<file path="config.mk">
export PLATFORM = sky130hd
export DESIGN_NAME = ycbcr_to_rgb_group_converter
export DESIGN_NICKNAME = d
export VERILOG_FILES = /design/src/hw/rtl/ycr2rgb_pkg.sv /design/src/hw/rtl/ycr2rgb_chroma.sv /design/src/hw/rtl/ycr2rgb_lane.sv /design/src/hw/rtl/ycr2rgb_merge.sv /design/src/hw/rtl/ycbcr_to_rgb_group_converter.sv
export SDC_FILE = /design/constraint.sdc
export NUM_CORES = 2
export LEC_CHECK = 0
export ABC_AREA = 1
export BUFFER_PORTS_ARGS = -buffer_cell sky130_fd_sc_hd__buf_2
export CORE_UTILIZATION = 49
export DETAILED_ROUTE_END_ITERATION = 8
export PLACE_DENSITY = 0.69
export RECOVER_POWER = 25
export SKIP_CTS_REPAIR_TIMING = 1
export SYNTH_ARGS = -nofsm -noshare
export SYNTH_HDL_FRONTEND = slang
export SYNTH_SLANG_ARGS = --single-unit
</file>
<file path="constraint.sdc">
create_clock -name aclk -period 21.4 [get_ports aclk]
set_input_delay 4.28 -clock aclk [delete_from_list [all_inputs] [get_ports aclk]]
set_output_delay 4.28 -clock aclk [all_outputs]
set_load 0.05 [all_outputs]
</file>
<file path="src/hw/rtl/ycr2rgb_pkg.sv">
// Shared types, register codes, term ROMs and arithmetic helpers for the YCbCr to RGB converter.
package ycr2rgb_pkg;

    localparam int SAMPLE_W     = 10;
    localparam int LEVEL_W      = 8;
    localparam int TERM_W       = 14;
    localparam int SUM_W        = 15;
    localparam int PIXEL_W      = 24;
    localparam int MASK_W       = 16;
    localparam int GROUP_PIXELS = 4;
    localparam int ROM_DEPTH    = 256;
    localparam int TERM_SCALE   = 1000000;

    localparam logic MODE_GROUP = 1'b0;
    localparam logic MODE_CELL  = 1'b1;

    localparam logic [1:0] REG_INDEX_OFFSET = 2'd0;
    localparam logic [1:0] REG_LEVEL_MIN    = 2'd1;
    localparam logic [1:0] REG_LUMA_MAX     = 2'd2;
    localparam logic [1:0] REG_CHROMA_MAX   = 2'd3;

    localparam logic [1:0] ROW_LAST = 2'd3;

    typedef logic signed [SAMPLE_W-1:0] sample_t;
    typedef logic [LEVEL_W-1:0]         level_t;
    typedef logic signed [TERM_W-1:0]   term_t;
    typedef logic signed [SUM_W-1:0]    sum_t;
    typedef logic [PIXEL_W-1:0]         pixel_t;
    typedef term_t                      term_rom_t [ROM_DEPTH];

    typedef struct packed {
        level_t index_offset;
        level_t level_min;
        level_t luma_max;
        level_t chroma_max;
    } cfg_t;

    typedef struct packed {
        term_t bc;
        term_t gc;
        term_t rc;
    } chroma_terms_t;

    // trunc((a*L + b) / 1e6) for every level, evaluated at elaboration
    function automatic term_rom_t build_rom(longint a, longint b);
        term_rom_t rom;
        longint    v;
        for (int i = 0; i < ROM_DEPTH; i++) begin
            v = (a * longint'(i) + b) / TERM_SCALE;
            rom[i] = TERM_W'(v);
        end
        return rom;
    endfunction

    localparam term_rom_t YTERM_ROM = build_rom(64'sd18630144, 64'sd8000000);
    localparam term_rom_t RCR_ROM   = build_rom(64'sd25542912, -64'sd3567575040);
    localparam term_rom_t GCR_ROM   = build_rom(-64'sd13007168, 64'sd0);
    localparam term_rom_t GCB_ROM   = build_rom(-64'sd6287568, 64'sd2171644638);
    localparam term_rom_t BCB_ROM   = build_rom(64'sd32262496, -64'sd4427681008);

    // offset add, raise to lo, then lower to hi (hi wins when crossed)
    function automatic level_t clamp_level(sample_t s, level_t offset, level_t lo, level_t hi);
        logic signed [SAMPLE_W:0] v;
        logic signed [SAMPLE_W:0] lo_s;
        logic signed [SAMPLE_W:0] hi_s;
        v    = (SAMPLE_W+1)'(s) + $signed({{(SAMPLE_W+1-LEVEL_W){1'b0}}, offset});
        lo_s = $signed({{(SAMPLE_W+1-LEVEL_W){1'b0}}, lo});
        hi_s = $signed({{(SAMPLE_W+1-LEVEL_W){1'b0}}, hi});
        if (v < lo_s) begin
            v = lo_s;
        end
        if (v > hi_s) begin
            v = hi_s;
        end
        return v[LEVEL_W-1:0];
    endfunction

    function automatic level_t chan(sum_t s);
        logic signed [SUM_W-5:0] v;
        v = (SUM_W-4)'(s >>> 4);
        if (s < 0) begin
            return '0;
        end else if (v > 255) begin
            return 8'hFF;
        end else begin
            return v[LEVEL_W-1:0];
        end
    endfunction

endpackage

</file>
<file path="src/hw/rtl/ycr2rgb_chroma.sv">
// Chroma path: clamps Cb/Cr and looks up the shared red, green and blue chroma terms.
module ycr2rgb_chroma
    import ycr2rgb_pkg::*;
(
    input  logic          aclk,
    input  logic          en,
    input  cfg_t          cfg,
    input  sample_t       cb_in,
    input  sample_t       cr_in,
    output chroma_terms_t terms
);

    level_t        lcb_reg;
    level_t        lcr_reg;
    chroma_terms_t terms_reg;
    chroma_terms_t terms_next;

    always_comb begin
        terms_next.bc = BCB_ROM[lcb_reg];
        terms_next.gc = GCR_ROM[lcr_reg] + GCB_ROM[lcb_reg];
        terms_next.rc = RCR_ROM[lcr_reg];
    end

    always_ff @(posedge aclk) begin
        if (en) begin
            lcb_reg   <= clamp_level(cb_in, cfg.index_offset, cfg.level_min, cfg.chroma_max);
            lcr_reg   <= clamp_level(cr_in, cfg.index_offset, cfg.level_min, cfg.chroma_max);
            terms_reg <= terms_next;
        end
    end

    assign terms = terms_reg;

endmodule

</file>
<file path="src/hw/rtl/ycr2rgb_lane.sv">
// Luma lane: clamps one luma sample, looks up its term and forms one BGR pixel.
module ycr2rgb_lane
    import ycr2rgb_pkg::*;
(
    input  logic          aclk,
    input  logic          en,
    input  cfg_t          cfg,
    input  sample_t       luma,
    input  chroma_terms_t terms,
    output pixel_t        pixel
);

    level_t level_reg;
    term_t  yterm_reg;
    pixel_t pixel_reg;
    pixel_t pixel_next;
    sum_t   b_sum;
    sum_t   g_sum;
    sum_t   r_sum;

    always_comb begin
        b_sum      = SUM_W'(yterm_reg) + SUM_W'(terms.bc);
        g_sum      = SUM_W'(yterm_reg) + SUM_W'(terms.gc);
        r_sum      = SUM_W'(yterm_reg) + SUM_W'(terms.rc);
        pixel_next = {chan(r_sum), chan(g_sum), chan(b_sum)};
    end

    always_ff @(posedge aclk) begin
        if (en) begin
            level_reg <= clamp_level(luma, cfg.index_offset, cfg.level_min, cfg.luma_max);
            yterm_reg <= YTERM_ROM[level_reg];
            pixel_reg <= pixel_next;
        end
    end

    assign pixel = pixel_reg;

endmodule

</file>
<file path="src/hw/rtl/ycr2rgb_merge.sv">
// Merge stage: builds group results or the four cell rows and holds the output request.
module ycr2rgb_merge
    import ycr2rgb_pkg::*;
#(
    parameter int PIXELS_PER_ITEM = 4
)
(
    input  logic                                  aclk,
    input  logic                                  aresetn,
    input  logic                                  in_valid,
    output logic                                  in_ready,
    input  logic                                  in_mode,
    input  logic [MASK_W-1:0]                     in_mask,
    input  logic [GROUP_PIXELS-1:0][PIXEL_W-1:0]  in_pixels,
    output logic                                  out_valid,
    input  logic                                  out_ready,
    output logic [GROUP_PIXELS-1:0][PIXEL_W-1:0]  out_pixels,
    output logic                                  out_last
);

    logic                                 valid_reg;
    logic                                 valid_next;
    logic                                 last_reg;
    logic                                 last_next;
    logic [1:0]                           row_reg;
    logic [1:0]                           row_next;
    logic [MASK_W-1:0]                    mask_reg;
    logic [MASK_W-1:0]                    mask_next;
    pixel_t                               col0_reg;
    pixel_t                               col0_next;
    pixel_t                               col1_reg;
    pixel_t                               col1_next;
    logic [GROUP_PIXELS-1:0][PIXEL_W-1:0] pix_reg;
    logic [GROUP_PIXELS-1:0][PIXEL_W-1:0] pix_next;
    logic                                 take;

    // row r, column p uses mask bit 15 - (4r + p)
    function automatic pixel_t cell_pixel(logic [MASK_W-1:0] mask, logic [1:0] row,
                                          logic [1:0] col, pixel_t c0, pixel_t c1);
        logic [3:0] bit_idx;
        bit_idx = {~row, ~col};
        return mask[bit_idx] ? c1 : c0;
    endfunction

    assign in_ready = !valid_reg || (out_ready && last_reg);
    assign take     = in_valid && in_ready;

    always_comb begin
        valid_next = valid_reg;
        last_next  = last_reg;
        row_next   = row_reg;
        mask_next  = mask_reg;
        col0_next  = col0_reg;
        col1_next  = col1_reg;
        pix_next   = pix_reg;
        if (take) begin
            valid_next = 1'b1;
            mask_next  = in_mask;
            col0_next  = in_pixels[0];
            col1_next  = in_pixels[1];
            row_next   = '0;
            last_next  = (in_mode == MODE_GROUP);
            for (int p = 0; p < GROUP_PIXELS; p++) begin
                if (p >= PIXELS_PER_ITEM) begin
                    pix_next[p] = '0;
                end else if (in_mode == MODE_GROUP) begin
                    pix_next[p] = in_pixels[p];
                end else begin
                    pix_next[p] = cell_pixel(in_mask, 2'd0, 2'(p), in_pixels[0], in_pixels[1]);
                end
            end
        end else if (valid_reg && out_ready) begin
            if (last_reg) begin
                valid_next = 1'b0;
            end else begin
                row_next  = row_reg + 2'd1;
                last_next = (row_next == ROW_LAST);
                for (int p = 0; p < GROUP_PIXELS; p++) begin
                    if (p >= PIXELS_PER_ITEM) begin
                        pix_next[p] = '0;
                    end else begin
                        pix_next[p] = cell_pixel(mask_reg, row_next, 2'(p), col0_reg, col1_reg);
                    end
                end
            end
        end
    end

    always_ff @(posedge aclk) begin
        if (!aresetn) begin
            valid_reg <= 1'b0;
            last_reg  <= 1'b0;
            row_reg   <= '0;
        end else begin
            valid_reg <= valid_next;
            last_reg  <= last_next;
            row_reg   <= row_next;
        end
    end

    always_ff @(posedge aclk) begin
        mask_reg <= mask_next;
        col0_reg <= col0_next;
        col1_reg <= col1_next;
        pix_reg  <= pix_next;
    end

    assign out_valid  = valid_reg;
    assign out_pixels = pix_reg;
    assign out_last   = last_reg;

endmodule

</file>
<file path="src/hw/rtl/ycbcr_to_rgb_group_converter.sv">
// Top level of the YCbCr to RGB group converter: config registers, lanes and pipeline control.
//
// Input stream (s_*): one request carries four luma samples, a shared Cb/Cr pair and a
// 16-bit cell mask in s_tdata; s_tuser selects group mode (0) or two-colour cell mode (1).
// Output stream (m_*): m_tdata holds four BGR pixels, m_tlast marks the final result of
// a request. Group mode gives one result, cell mode four row results.
// Up to four luma lanes and one chroma path run in parallel. Each lane is a three-stage
// pipeline (level clamp, term ROM lookup, channel add and saturate) followed by the
// output register; the chroma path registers its level clamp and term ROM lookup.
// Throughput: one group-mode request per cycle while m_tready is high; a cell-mode
// request holds the output register until its four rows are taken; the pipeline waits for it.
// When m_tready is low the pipeline freezes as soon as its last stage holds a request
// the output register cannot take, and s_tready drops with it; nothing is lost or repeated.
// Configuration goes through the APB port at byte addresses 0, 4, 8, 12
// (index_offset, level_min, luma_max, chroma_max); write it only while idle.
// Reset (aresetn low, synchronous) empties the pipeline and loads the register
// defaults 0, 16, 235 and 240.
module ycbcr_to_rgb_group_converter
    import ycr2rgb_pkg::*;
#(
    parameter int PIXELS_PER_ITEM = 4
)
(
    input  logic        aclk,
    input  logic        aresetn,
    input  logic        s_tvalid,
    output logic        s_tready,
    // luma0, luma1, luma2, luma3, cb_in, cr_in, cell_mask, 4 zero bits
    input  logic [79:0] s_tdata,
    // mode
    input  logic [0:0]  s_tuser,
    output logic        m_tvalid,
    input  logic        m_tready,
    // pixel0, pixel1, pixel2, pixel3
    output logic [95:0] m_tdata,
    output logic        m_tlast,
    input  logic        psel,
    input  logic        penable,
    input  logic        pwrite,
    input  logic [3:0]  paddr,
    input  logic [31:0] pwdata,
    output logic [31:0] prdata,
    output logic        pready
);

    localparam int LANE_COUNT = (PIXELS_PER_ITEM < 2) ? 2 :
                                (PIXELS_PER_ITEM > GROUP_PIXELS) ? GROUP_PIXELS :
                                PIXELS_PER_ITEM;
    localparam int CB_LSB   = GROUP_PIXELS * SAMPLE_W;
    localparam int CR_LSB   = CB_LSB + SAMPLE_W;
    localparam int MASK_LSB = CR_LSB + SAMPLE_W;

    cfg_t                                 cfg_reg;
    logic                                 en;
    logic [2:0]                           valid_reg;
    logic [2:0]                           mode_reg;
    logic [2:0][MASK_W-1:0]               mask_reg;
    chroma_terms_t                        terms;
    logic [GROUP_PIXELS-1:0][PIXEL_W-1:0] lane_pixels;
    logic                                 merge_ready;
    logic                                 cfg_wr;

    assign pready = 1'b1;
    assign cfg_wr = psel && penable && pwrite && pready;

    always_ff @(posedge aclk) begin
        if (!aresetn) begin
            cfg_reg.index_offset <= 8'd0;
            cfg_reg.level_min    <= 8'd16;
            cfg_reg.luma_max     <= 8'd235;
            cfg_reg.chroma_max   <= 8'd240;
        end else if (cfg_wr) begin
            case (paddr[3:2])
                REG_INDEX_OFFSET: cfg_reg.index_offset <= pwdata[LEVEL_W-1:0];
                REG_LEVEL_MIN:    cfg_reg.level_min    <= pwdata[LEVEL_W-1:0];
                REG_LUMA_MAX:     cfg_reg.luma_max     <= pwdata[LEVEL_W-1:0];
                REG_CHROMA_MAX:   cfg_reg.chroma_max   <= pwdata[LEVEL_W-1:0];
                default:          cfg_reg.index_offset <= cfg_reg.index_offset;
            endcase
        end
    end

    always_comb begin
        case (paddr[3:2])
            REG_INDEX_OFFSET: prdata = {24'd0, cfg_reg.index_offset};
            REG_LEVEL_MIN:    prdata = {24'd0, cfg_reg.level_min};
            REG_LUMA_MAX:     prdata = {24'd0, cfg_reg.luma_max};
            REG_CHROMA_MAX:   prdata = {24'd0, cfg_reg.chroma_max};
            default:          prdata = '0;
        endcase
    end

    // pipeline moves as one block whenever the last stage can hand over
    assign en       = !valid_reg[2] || merge_ready;
    assign s_tready = en;

    always_ff @(posedge aclk) begin
        if (!aresetn) begin
            valid_reg <= '0;
        end else if (en) begin
            valid_reg <= {valid_reg[1:0], s_tvalid};
        end
    end

    always_ff @(posedge aclk) begin
        if (en) begin
            mode_reg <= {mode_reg[1:0], s_tuser[0]};
            mask_reg <= {mask_reg[1:0], s_tdata[MASK_LSB +: MASK_W]};
        end
    end

    ycr2rgb_chroma u_chroma (
        .aclk  (aclk),
        .en    (en),
        .cfg   (cfg_reg),
        .cb_in (s_tdata[CB_LSB +: SAMPLE_W]),
        .cr_in (s_tdata[CR_LSB +: SAMPLE_W]),
        .terms (terms)
    );

    for (genvar k = 0; k < GROUP_PIXELS; k++) begin : g_lane
        if (k < LANE_COUNT) begin : g_on
            ycr2rgb_lane u_lane (
                .aclk  (aclk),
                .en    (en),
                .cfg   (cfg_reg),
                .luma  (s_tdata[k*SAMPLE_W +: SAMPLE_W]),
                .terms (terms),
                .pixel (lane_pixels[k])
            );
        end else begin : g_off
            assign lane_pixels[k] = '0;
        end
    end

    ycr2rgb_merge #(
        .PIXELS_PER_ITEM (PIXELS_PER_ITEM)
    ) u_merge (
        .aclk       (aclk),
        .aresetn    (aresetn),
        .in_valid   (valid_reg[2]),
        .in_ready   (merge_ready),
        .in_mode    (mode_reg[2]),
        .in_mask    (mask_reg[2]),
        .in_pixels  (lane_pixels),
        .out_valid  (m_tvalid),
        .out_ready  (m_tready),
        .out_pixels (m_tdata),
        .out_last   (m_tlast)
    );

endmodule
</file>
==> run metrics <==
switch share 0.5126; Worst path slowest cell nand2_4; mean post-synth cell area 6.713 um^2; drt wl/cell between 15 and 20 um; Final TNS setup 0 ns; area of the multi-input gates slightly above 30000 um^2; Yosys reg bits 487; Register Area about 14000 um^2; GRT Resource Usage Total 0.3008; maximum fanout along the worst path 67; Seq pwr share 0.260; Period minus WS final between 9 and 10 ns; Final #Nets 7800; Crit. End Element output pin; number of synthesized flops with an enable pin 448; initial antenna violation count 1; 1st-iter DRT viols 5896; kind of critical path input port to output pin; status finished, violations left; worst setup margin 11.48 ns; f_max about 0.10 GHz; CTS Buf Count 55; endpoints failing hold 0; share of cells above drive strength 1 0.06013; Clock Pin Slew Worst Setup and Hold Paths 0.06 ns; Starting Density 0.4954; Lkg Pwr roughly 25 nW; Via density 5.861; RR Startpoint cfg_reg[25]$_SDFFE_PN0P_; RSZ-0062 raised after global routing no; largest net degree at the start of global routing 89; final WL 157400 um; CP arrival roughly 5.6 ns; clk buf depth 3; Clock Root Buffer clkbuf_16; Critical Path RT between 15 and 20 ns; asr flop ratio synth 0; Critical Path Start Type input port; Overflow after GRT 0; Chip Width 317.7 um; Worst slew margin -0.4846; type of the tightest min-delay check flop to flop; worst vdd ir around 0.070 mV; Sink Count 487; Synth warnings 0; Gate power share 0.589; worst slack at placement 11.45 ns; Tcrit/Tclk final 0.4634; crit-path cells buf_2, nand2_1, nand2_1, inv_2, nand2_4, buf_2; Worst-Margin Slew 2.227 ns; Syn Inst Count 7274; sequential area share after synthesis 0.2915; Pre-Repair DR Iteration Count 8; CTS tree done; Final Instance Area between 50000 and 60000 um^2; count of different cell masters after synthesis 66; Die Area 100900 um^2; Placement Cell Area between 50000 and 60000 um^2; slowest stage delay, CP 0.62 ns; Core Rows 115; vias in the first global route about 46000; Worst Skew 0.06348 ns; max-cap violations 4; Core Region between 90000 and 100000 um^2; Worst Hold Launch mask_reg[36]$_DFFE_PP_; DR vias 50540; ys flop type edfxtp_1; Final Max Tran Viols about 170; Die Y 317.7 um; Fill cells 9711; clk_lat worst skew 0.70 ns; # DRC 0; failing checks max-capacitance violations, max-slew violations; synthesized area about 50000 um^2; I/O pin count about 260; H-tree depth 2; cell-internal power 3.271 mW; Critical Path Source m_tready; Pwr Density ~130 nW/um^2; NetSw approximately 3.4 mW; clock share of power 0.150; DP Wirelength 119400 um; final setup vio count 0; port bufs 200; FF-to-FF path depth 24; first-pass GRT wire length 247600 um; worst hold path depth 0; synthesis-to-finish area growth 6.818%; Antenna Nets Post-Route 0; Final Wtd Congestion 1.001
==> cells in the final DEF (no fill, tap or decap), drive strengths merged, types with 28 or more instances in the layout <==
cell type and count:
o22ai 59, buf 237, xnor2 62, xor2 52, o211ai 164, nand3 625
inv 735, nor3 32, o21ai 686, a21oi 496, clkbuf 69, nand4 76
ha 381, o2111ai 28, nand2 2300, nand3b 40, nor2 499, dfxtp 39
edfxtp 448, o21bai 31, a31oi 41, clkinv 34
==> critical path, delay by kind of cell <==
kind / cells / cell delay, ns
AND/OR/NAND/NOR: 3 / 0.75
buffers and inverters: 3 / 0.58
==> path summary, 6_finish.rpt <==
| path | to | slack, ns |
|---|---|---|
| worst max-delay path | s_tready | 11.48 |
| worst min-delay path | u_merge.mask_reg[4]$_DFFE_PP_ | 0.41 |
| worst max register to register | g_lane[3].g_on.u_lane.level_reg[5]$_DFFE_PP_ | 15.72 |
| worst min register to register | u_merge.mask_reg[4]$_DFFE_PP_ | 0.41 |
==> kinds of logic (layout without fill, tap and decap cells) <==
logic type,after synthesis,count (layout),share of synthesized area
and+or+nand+nor,3613,3613,0.3083
AOI/OAI and AO/OA,1613,1613,0.1879
buffers and inverters,1048,1085,0.08942
DFF,487,487,0.2915
adders and majority gates,388,388,0.1005
xor gates and xnor gates,114,114,0.02045
muxes,9,9,0.001845
other,2,27,0.0001538
==> synthesized netlist by cell type, drive strengths merged, types with 28 or more instances <==
master      n  area [um^2]
a21oi     496         2497
a31oi      41        256.5
buf       191         1142
clkbuf    117        440.4
dfxtp      39        780.8
edfxtp    448        13450
ha        381         4767
inv       728         2738
nand2    2300         8743
nand3     625         3158
nand3b     40        300.3
nand4      76        475.5
nor2      499         1956
nor3       32        160.2
o2111ai    28        245.2
o211ai    164         1231
o21ai     686         3478
o21bai     31        236.5
o22ai      59        369.1
xnor2      62        543.0
xor2       52        455.4
==> per-stage QoR <==
stage,util,hold WS (ns),power [mW],instances
3_3_place_gp,0.5101,0.4013,5.573,8518
2_1_floorplan,-,0.4003,4.522,7297
5_1_grt,0.5292,0.4137,7.247,8621
3_5_place_dp,0.5101,0.4054,5.616,8518
4_1_cts,0.5297,0.4004,6.643,8621
6_report,0.5292,0.4052,6.711,8623
==> routing by layer <==
| layer | share of wire | GRT usage |
|---|---|---|
| met2 | 0.45 | 0.4888 |
| met5 | 0 | 0 |
| met1 | 0.42 | 0.4014 |
| met3 | 0.083 | 0.04095 |
| met4 | 0.041 | 0.1251 |
==> cell type report <==
class,instances,area share
repair buffers,242,0.02488
clock buffers,64,0.02723
clock inverters,39,0.009739
flip-flops and latches,487,0.2729
multi-input cells,5762,0.5809
inverters,740,0.05337
diodes,2,0.00009595
well taps,1287,0.03087
==> power groups by stage <==
stage	Sequential, mW	Combinational (mW)	Clock, mW
3_5_place_dp	1.76	3.86	0
6_report	1.75	3.96	1.01
4_1_cts	1.74	3.88	1.03
3_3_place_gp	1.75	3.82	0
5_1_grt	1.75	4.43	1.06
2_1_floorplan	1.53	3.00	0
(Power assumes the default switching activity.)
